### src/hw/rtl/swm_pkg.sv
// Shared constants, types and command/status bundles of the sliding window minimum block.
package swm_pkg;

  localparam int WINDOW_MAX  = 64;
  localparam int SAMPLE_BITS = 16;
  localparam int POS_BITS    = 16;
  localparam int WIDTH_BITS  = 7;
  localparam int PTR_BITS    = $clog2(WINDOW_MAX);
  localparam int CNT_BITS    = $clog2(WINDOW_MAX + 1);

  typedef logic signed [SAMPLE_BITS-1:0] sample_t;
  typedef logic [POS_BITS-1:0]           pos_t;
  typedef logic [WIDTH_BITS-1:0]         width_t;
  typedef logic [PTR_BITS-1:0]           ptr_t;
  typedef logic [CNT_BITS-1:0]           cnt_t;

  typedef enum logic [2:0] {
    ST_IDLE,
    ST_FRONT_RD,
    ST_FRONT_CHK,
    ST_BACK_RD,
    ST_BACK_CHK,
    ST_APPEND,
    ST_DONE
  } state_t;

  typedef struct packed {
    logic latch;
    logic rd_front;
    logic rd_back;
    logic drop_head;
    logic keep_front;
    logic drop_tail;
    logic append;
    logic load_out;
  } cmd_t;

  typedef struct packed {
    logic cnt_zero;
    logic front_old;
    logic back_ge;
    logic has_result;
    logic out_free;
  } status_t;

endpackage

### src/hw/rtl/swm_ctrl.sv
// Sequencer of the sliding window minimum block: steps each request through the deque.
module swm_ctrl (
  input  logic             clk,
  input  logic             rst_n,
  input  logic             in_valid,
  output logic             in_ready,
  input  swm_pkg::status_t status,
  output swm_pkg::cmd_t    cmd
);
  import swm_pkg::*;

  state_t state_r;
  state_t state_nxt;

  always_ff @(posedge clk) begin
    if (!rst_n) begin
      state_r <= ST_IDLE;
    end else begin
      state_r <= state_nxt;
    end
  end

  always_comb begin
    state_nxt = state_r;
    case (state_r)
      ST_IDLE: begin
        if (in_valid) state_nxt = ST_FRONT_RD;
      end
      ST_FRONT_RD: begin
        state_nxt = status.cnt_zero ? ST_APPEND : ST_FRONT_CHK;
      end
      ST_FRONT_CHK: begin
        state_nxt = status.front_old ? ST_FRONT_RD : ST_BACK_RD;
      end
      ST_BACK_RD: begin
        state_nxt = status.cnt_zero ? ST_APPEND : ST_BACK_CHK;
      end
      ST_BACK_CHK: begin
        state_nxt = status.back_ge ? ST_BACK_RD : ST_APPEND;
      end
      ST_APPEND: begin
        state_nxt = ST_DONE;
      end
      ST_DONE: begin
        if (!status.has_result || status.out_free) state_nxt = ST_IDLE;
      end
      default: begin
        state_nxt = ST_IDLE;
      end
    endcase
  end

  always_comb begin
    cmd      = '0;
    in_ready = 1'b0;
    case (state_r)
      ST_IDLE: begin
        in_ready  = 1'b1;
        cmd.latch = in_valid;
      end
      ST_FRONT_RD: begin
        cmd.rd_front = !status.cnt_zero;
      end
      ST_FRONT_CHK: begin
        cmd.drop_head  = status.front_old;
        cmd.keep_front = !status.front_old;
      end
      ST_BACK_RD: begin
        cmd.rd_back = !status.cnt_zero;
      end
      ST_BACK_CHK: begin
        cmd.drop_tail = status.back_ge;
      end
      ST_APPEND: begin
        cmd.append = 1'b1;
      end
      ST_DONE: begin
        cmd.load_out = status.has_result && status.out_free;
      end
      default: begin
        cmd = '0;
      end
    endcase
  end

endmodule

### src/hw/rtl/swm_datapath.sv
// Datapath of the sliding window minimum block: deque memory, pointers, counters, result register.
module swm_datapath (
  input  logic             clk,
  input  logic             rst_n,
  input  logic             cfg_wr_en,
  input  swm_pkg::width_t  cfg_wr_data,
  input  swm_pkg::sample_t in_sample,
  input  logic             in_start_sequence,
  input  swm_pkg::cmd_t    cmd,
  output swm_pkg::status_t status,
  output logic             out_valid,
  input  logic             out_ready,
  output swm_pkg::sample_t out_window_min,
  output swm_pkg::pos_t    out_window_start
);
  import swm_pkg::*;

  // deque storage, circular from head_r
  sample_t mem_val [WINDOW_MAX];
  pos_t    mem_pos [WINDOW_MAX];

  width_t  width_r;
  width_t  eff_w;
  sample_t sample_r;
  ptr_t    head_r;
  cnt_t    cnt_r;
  pos_t    pos_r;
  cnt_t    fill_r;
  cnt_t    fill_nxt;
  sample_t rd_val_r;
  pos_t    rd_pos_r;
  sample_t front_val_r;
  sample_t pend_min_r;
  pos_t    pend_start_r;
  logic    pend_vld_r;
  logic    out_valid_r;
  sample_t out_min_r;
  pos_t    out_start_r;
  ptr_t    rd_addr;
  ptr_t    wr_addr;
  pos_t    age;

  assign eff_w = (width_r == '0) ? width_t'(1) :
                 (width_r > width_t'(WINDOW_MAX)) ? width_t'(WINDOW_MAX) : width_r;

  assign rd_addr  = cmd.rd_front ? head_r : ptr_t'(head_r + cnt_r[PTR_BITS-1:0] - ptr_t'(1));
  assign wr_addr  = ptr_t'(head_r + cnt_r[PTR_BITS-1:0]);
  assign age      = pos_t'(pos_r - rd_pos_r);
  assign fill_nxt = (fill_r < cnt_t'(WINDOW_MAX)) ? cnt_t'(fill_r + cnt_t'(1)) : fill_r;

  assign status.cnt_zero   = (cnt_r == '0);
  assign status.front_old  = (age >= pos_t'(eff_w));
  assign status.back_ge    = (rd_val_r >= sample_r);
  assign status.has_result = pend_vld_r;
  assign status.out_free   = !out_valid_r || out_ready;

  always_ff @(posedge clk) begin
    if (!rst_n) begin
      width_r <= width_t'(1);
    end else if (cfg_wr_en) begin
      width_r <= cfg_wr_data;
    end
  end

  always_ff @(posedge clk) begin
    if (cmd.append) begin
      mem_val[wr_addr] <= sample_r;
      mem_pos[wr_addr] <= pos_r;
    end
    if (cmd.rd_front || cmd.rd_back) begin
      rd_val_r <= mem_val[rd_addr];
      rd_pos_r <= mem_pos[rd_addr];
    end
  end

  always_ff @(posedge clk) begin
    if (cmd.latch) sample_r <= in_sample;
    if (cmd.keep_front) front_val_r <= rd_val_r;
    if (cmd.append) begin
      pend_min_r   <= (cnt_r == '0) ? sample_r : front_val_r;
      pend_start_r <= pos_t'(pos_r + pos_t'(1) - pos_t'(eff_w));
    end
    if (cmd.load_out) begin
      out_min_r   <= pend_min_r;
      out_start_r <= pend_start_r;
    end
  end

  always_ff @(posedge clk) begin
    if (!rst_n) begin
      head_r      <= '0;
      cnt_r       <= '0;
      pos_r       <= '0;
      fill_r      <= '0;
      pend_vld_r  <= 1'b0;
      out_valid_r <= 1'b0;
    end else begin
      if (cmd.latch && in_start_sequence) begin
        cnt_r  <= '0;
        pos_r  <= '0;
        fill_r <= '0;
      end
      if (cmd.latch) pend_vld_r <= 1'b0;
      if (cmd.drop_head) begin
        head_r <= ptr_t'(head_r + ptr_t'(1));
        cnt_r  <= cnt_t'(cnt_r - cnt_t'(1));
      end
      if (cmd.drop_tail) cnt_r <= cnt_t'(cnt_r - cnt_t'(1));
      if (cmd.append) begin
        cnt_r      <= cnt_t'(cnt_r + cnt_t'(1));
        pos_r      <= pos_t'(pos_r + pos_t'(1));
        fill_r     <= fill_nxt;
        pend_vld_r <= (fill_nxt >= cnt_t'(eff_w));
      end
      if (cmd.load_out) begin
        out_valid_r <= 1'b1;
        pend_vld_r  <= 1'b0;
      end else if (out_ready) begin
        out_valid_r <= 1'b0;
      end
    end
  end

  assign out_valid        = out_valid_r;
  assign out_window_min   = out_min_r;
  assign out_window_start = out_start_r;

endmodule

### src/hw/rtl/sliding_window_minimum.sv
// Top level of the sliding window minimum filter: sequencer, datapath and checks.
//
// Streaming minimum over the last window_width signed samples (1..64).
// Input channel: in_sample and in_start_sequence, moved by in_valid/in_ready.
// A request with in_start_sequence high begins a new sequence at index 0.
// Output channel: out_window_min and out_window_start by out_valid/out_ready;
// a result appears once window_width samples of the sequence have arrived.
// Configuration: cfg_wr_en writes cfg_wr_data into window_width at once;
// write it only while the block is idle. Zero acts as 1, above 64 as 64.
// Timing: one request at a time. Between acceptance and its result a
// request reads deque entries, front entries checked for age plus back
// entries compared, the back walk stopping at a smaller entry; the single
// read port of the deque memory sets the pace of this walk.
// The next request can be taken in the cycle after the previous one has been handed
// to the output register (or has ended without a result), even while that result waits for out_ready.
// A stalled receiver holds the result; a further result waits in its
// sequencer state until the output register frees.
// Reset (rst_n low, synchronous): empty deque, index 0, width 1, no output.
module sliding_window_minimum (
  input  logic             clk,
  input  logic             rst_n,
  input  logic             cfg_wr_en,
  input  swm_pkg::width_t  cfg_wr_data,
  input  logic             in_valid,
  output logic             in_ready,
  input  swm_pkg::sample_t in_sample,
  input  logic             in_start_sequence,
  output logic             out_valid,
  input  logic             out_ready,
  output swm_pkg::sample_t out_window_min,
  output swm_pkg::pos_t    out_window_start
);
  import swm_pkg::*;

  cmd_t    cmd;
  status_t status;

  // sequencer: walks front checks, back checks, append, hand-off
  swm_ctrl u_ctrl (
    .clk      (clk),
    .rst_n    (rst_n),
    .in_valid (in_valid),
    .in_ready (in_ready),
    .status   (status),
    .cmd      (cmd)
  );

  // deque memory, counters and output register
  swm_datapath u_datapath (
    .clk               (clk),
    .rst_n             (rst_n),
    .cfg_wr_en         (cfg_wr_en),
    .cfg_wr_data       (cfg_wr_data),
    .in_sample         (in_sample),
    .in_start_sequence (in_start_sequence),
    .cmd               (cmd),
    .status            (status),
    .out_valid         (out_valid),
    .out_ready         (out_ready),
    .out_window_min    (out_window_min),
    .out_window_start  (out_window_start)
  );

  // busy after a request is taken: no second request in the next cycle
  a_busy_after_accept: assert property (@(posedge clk) disable iff (!rst_n)
    (in_valid && in_ready) |=> !in_ready)
    else $error("request taken while previous still in progress");

  // never overwrite a result that the receiver has not taken
  a_no_overwrite: assert property (@(posedge clk) disable iff (!rst_n)
    cmd.load_out |-> (!out_valid || out_ready))
    else $error("result register overwritten");

  // deque updates are exclusive
  a_deque_ops_exclusive: assert property (@(posedge clk) disable iff (!rst_n)
    $onehot0({cmd.drop_head, cmd.drop_tail, cmd.append, cmd.latch}))
    else $error("conflicting deque operations");

  // the deque never reads while idle
  a_no_read_idle: assert property (@(posedge clk) disable iff (!rst_n)
    in_ready |-> !(cmd.rd_front || cmd.rd_back))
    else $error("deque read while idle");

endmodule
### config.mk
export PLATFORM = sky130hd
export DESIGN_NAME = sliding_window_minimum
export DESIGN_NICKNAME = d
export VERILOG_FILES = /design/src/hw/rtl/swm_pkg.sv /design/src/hw/rtl/swm_ctrl.sv /design/src/hw/rtl/swm_datapath.sv /design/src/hw/rtl/sliding_window_minimum.sv
export SDC_FILE = /design/constraint.sdc
export NUM_CORES = 2
export LEC_CHECK = 0
export BUFFER_PORTS_ARGS = -buffer_cell sky130_fd_sc_hd__buf_2
export CORE_UTILIZATION = 50
export CTS_BUF_LIST = sky130_fd_sc_hd__clkbuf_2
export DETAILED_ROUTE_END_ITERATION = 6
export PLACE_DENSITY = 0.65
export SYNTH_ARGS = -nofsm -noshare
export SYNTH_HDL_FRONTEND = slang
export SYNTH_HIERARCHICAL = 1
export SYNTH_SLANG_ARGS = --single-unit
### constraint.sdc
create_clock -name clk -period 11.3 [get_ports clk]
set_input_delay 0 -clock clk [delete_from_list [all_inputs] [get_ports clk]]
set_output_delay 0 -clock clk [all_outputs]
set_load 0.01 [all_outputs]
==> results.sh <==
export IMPL_grt_max_degree=108
export IMPL_cp_arrival_ns=7.68
export IMPL_path_cells="ha_1, inv_1, fa_1, ha_1, mux2i_4, buf_4, buf_4, buf_4, mux4_2, mux2i_1, mux2i_1, mux2i_1, mux2i_1"
export IMPL_grt_pass1_wl_um=317300
export IMPL_io_pins=63
export IMPL_yosysWarnings=6
export IMPL_die_w_um=422.0
export IMPL_hold_path_class="in2reg"
export IMPL_cts_setup_buffers=0
export IMPL_worstSetupStartpoint="u_datapath/head_r[0]"
export IMPL_maxCapViolations=0
export IMPL_postRouteAntennaNets=0
export IMPL_final_util_pct=56.02
export IMPL_drv_slew=0
export IMPL_rows=153
export IMPL_period_share_pct=55.10
export IMPL_fp_dieH_um=422.0
export IMPL_ys_top_cells_by_area="edfxtp_1, mux4_2, mux2i_1"
export IMPL_avgRoutedWirePerCell_um=29.75
export IMPL_hold_viol=0
export IMPL_routed_wl_um=222300
export IMPL_clk_pin_slew_ns=0.11
export IMPL_critPathTopFamily="buffers and inverters"
export IMPL_rsz0062_at_grt="false"
export IMPL_synth_ff_latch_count=2224
export IMPL_setup_viol=0
export IMPL_cts_sinks=2224
export IMPL_grt_use_total_pct=25.16
export IMPL_relSlewSlack_pct=12.94
export IMPL_layout_min_cycle_time_ns=6.226
export IMPL_synth_nets=4178
export IMPL_outcome="complete, no violations"
export IMPL_syn_avg_cell_area_um2=21.60
export IMPL_critPathBufInv=4
export IMPL_hp_start="out_ready"
export IMPL_fin_nets=4860
export IMPL_areaGrowthSynthToFinish_pct=10.90
export IMPL_n_fill_cell=13333
export IMPL_drc=0
export IMPL_dr_pass1_iters=6
export IMPL_fp_dieArea_um2=178100
export IMPL_placedCellCount=6419
export IMPL_crit_slowest_cell="mux2i_1"
export IMPL_synthesis_area_um2=88190
export IMPL_syn_inst=4082
export IMPL_tightest_slew_ns=1.306
export IMPL_cts_root_buf="clkbuf_2"
export IMPL_synthDistinctLibCells=78
export IMPL_ys_top_cells_by_count="edfxtp_1, mux4_2, mux2i_1"
export IMPL_final_cells=7472
export IMPL_drt_iter0_drc=5017
export IMPL_grt_overflow_total=0
export IMPL_fmax_ghz=0.1606
export IMPL_r2r_start="u_datapath/head_r[0]"
export IMPL_synth_most_common_cell="edfxtp_1"
export IMPL_synth_edf_count=2176
export IMPL_clock_skew_final_ns=0.1505
export IMPL_vias_per_cell=5.951
export IMPL_port_buffers=62
export IMPL_start_kind="flop"
export IMPL_async_reset_ff_share_pct=0
export IMPL_clkLatencyLatePin_ns=1.86
export IMPL_path_max_fanout=55
export IMPL_grt_pass1_vias=45858
export IMPL_cts_tree="yes"
export IMPL_vias=44467
export IMPL_ys_dominant_reg_cell="edfxtp_1"
export IMPL_crit_type="reg2reg"
export IMPL_cts_made_buffers=556
export IMPL_cpPeakStageDelay_ns=0.93
export IMPL_post_cts_resized=0
export IMPL_finalSetupTns_ns=0
export IMPL_initial_core_util_pct=50.51
export IMPL_drive_above_1_share_pct=32.50
export IMPL_cts_htree_levels=6
export IMPL_cts_buffer_depth=4
export IMPL_yosysTopAreaCell="edfxtp_1"
export IMPL_crit_path_frequent_cell="mux2i_1"
export IMPL_finalWeightedCongestion=0.8576
export IMPL_core_area_um2=174600
export IMPL_antenna_found_initial=6
export IMPL_dp_hpwl_um=115100
export IMPL_synth_top_area_share_pct=74.09
export IMPL_cp_end_kind="flop"
export IMPL_seq_area_frac_synth_pct=75.18
export IMPL_required_ns=12.75
[cells in the final DEF (no fill, tap or decap), types with 32 or more instances in the layout]
cell | netlist | final
inv_1 | 61 | 61
a21oi_1 | 42 | 41
clkbuf_2 | 0 | 795
dlygate4sd3_1 | 0 | 112
buf_2 | 88 | 62
nor2_1 | 133 | 68
o21ai_0 | 37 | 37
nand2_1 | 55 | 55
dfxtp_1 | 48 | 32
nor2_4 | 0 | 65
edfxtp_1 | 2176 | 2176
mux4_2 | 512 | 512
mux2i_1 | 492 | 490
clkinv_1 | 0 | 93
xnor2_1 | 38 | 38
buf_4 | 64 | 139
ha_1 | 64 | 64
[registers in the layout, indices dropped and copies added, names as in the netlist]
register	flops
u_datapath/pend_vld_r	1
u_datapath/mem_pos	1024
u_datapath/pend_min_r	16
u_datapath/head_r	6
u_datapath/front_val_r	16
u_datapath/out_window_start	16
u_datapath/mem_val	1024
u_datapath/pos_r	16
u_datapath/out_window_min	16
u_datapath/fill_r	7
u_datapath/sample_r	16
u_datapath/cnt_r	7
u_datapath/pend_start_r	16
u_datapath/rd_pos_r	16
u_ctrl/state_r	3
u_datapath/rd_val_r	16
u_datapath/out_valid	1
u_datapath/width_r	7
[kinds of logic after synthesis]
kind of cell	synth area share, %
buffers and inverters	1.641
DFF	75.18
muxes	18.70
xor gates and xnor gates	0.5547
and+or+nand+nor	1.727
AOI/OAI and AO/OA	1.217
adders and majority gates	0.9761
[tightest hold or removal path, cell delays in order]
cell and delay (ns):
dlygate4sd3_1 0.54, buf_2 0.12, dlygate4sd3_1 0.53, nand2b_1 0.24, nand3_1 0.18, nor2_4 0.21
[metal layers]
layer	GRT usage [%]	up-vias	routed length, um
met3	5.622	396	17670
met4	11.27	2	8870
li1	-	18619	-
met2	40.52	1973	109000
met1	32.95	23477	86680
met5	0	-	13
[layout make-up]
class	count	area (um^2)	share of cell area, %
flip-flops and latches	2224	66320	67.82
multi-input cells	1603	20990	21.46
clock buffers	795	3979	4.068
well taps	2325	2909	2.975
repair buffers	318	2575	2.633
clock inverters	138	772.0	0.7894
inverters	61	229.0	0.2341
diodes	8	20.02	0.02047
[stage by stage]
step / instance area, um^2 / setup WS [ns] / hold WS (ns)
CTS: 97780 / 5.083 / 0.02654
global placement: 91910 / 5.184 / 0.1769
detailed placement: 91910 / 5.164 / 0.1785
global route: 97790 / 4.803 / 0.1228
floorplan: 88190 / 5.680 / 0.06194
finish: 97800 / 5.074 / 0.2214
[repair_timing]
action,in CTS,in global routing
hold endpoints to repair,112,0
setup endpoints to repair,0,0
hold buffers,112,0
[path summary, 6_finish.rpt]
| path | end | slack, ns | cells after the start |
|---|---|---|---|
| worst max register to register | u_datapath/rd_pos_r[6] | 5.07 | 13 |
| worst min-delay path | u_datapath/out_window_start[2] | 0.22 | 6 |
| worst min register to register | u_datapath/out_window_min[10] | 0.40 | 0 |
| worst max-delay path | u_datapath/rd_pos_r[6] | 5.07 | 13 |
Power is left out: the tool's default activity adds up to more than one toggle a clock period on the data nets, which glitch-free logic cannot reach.
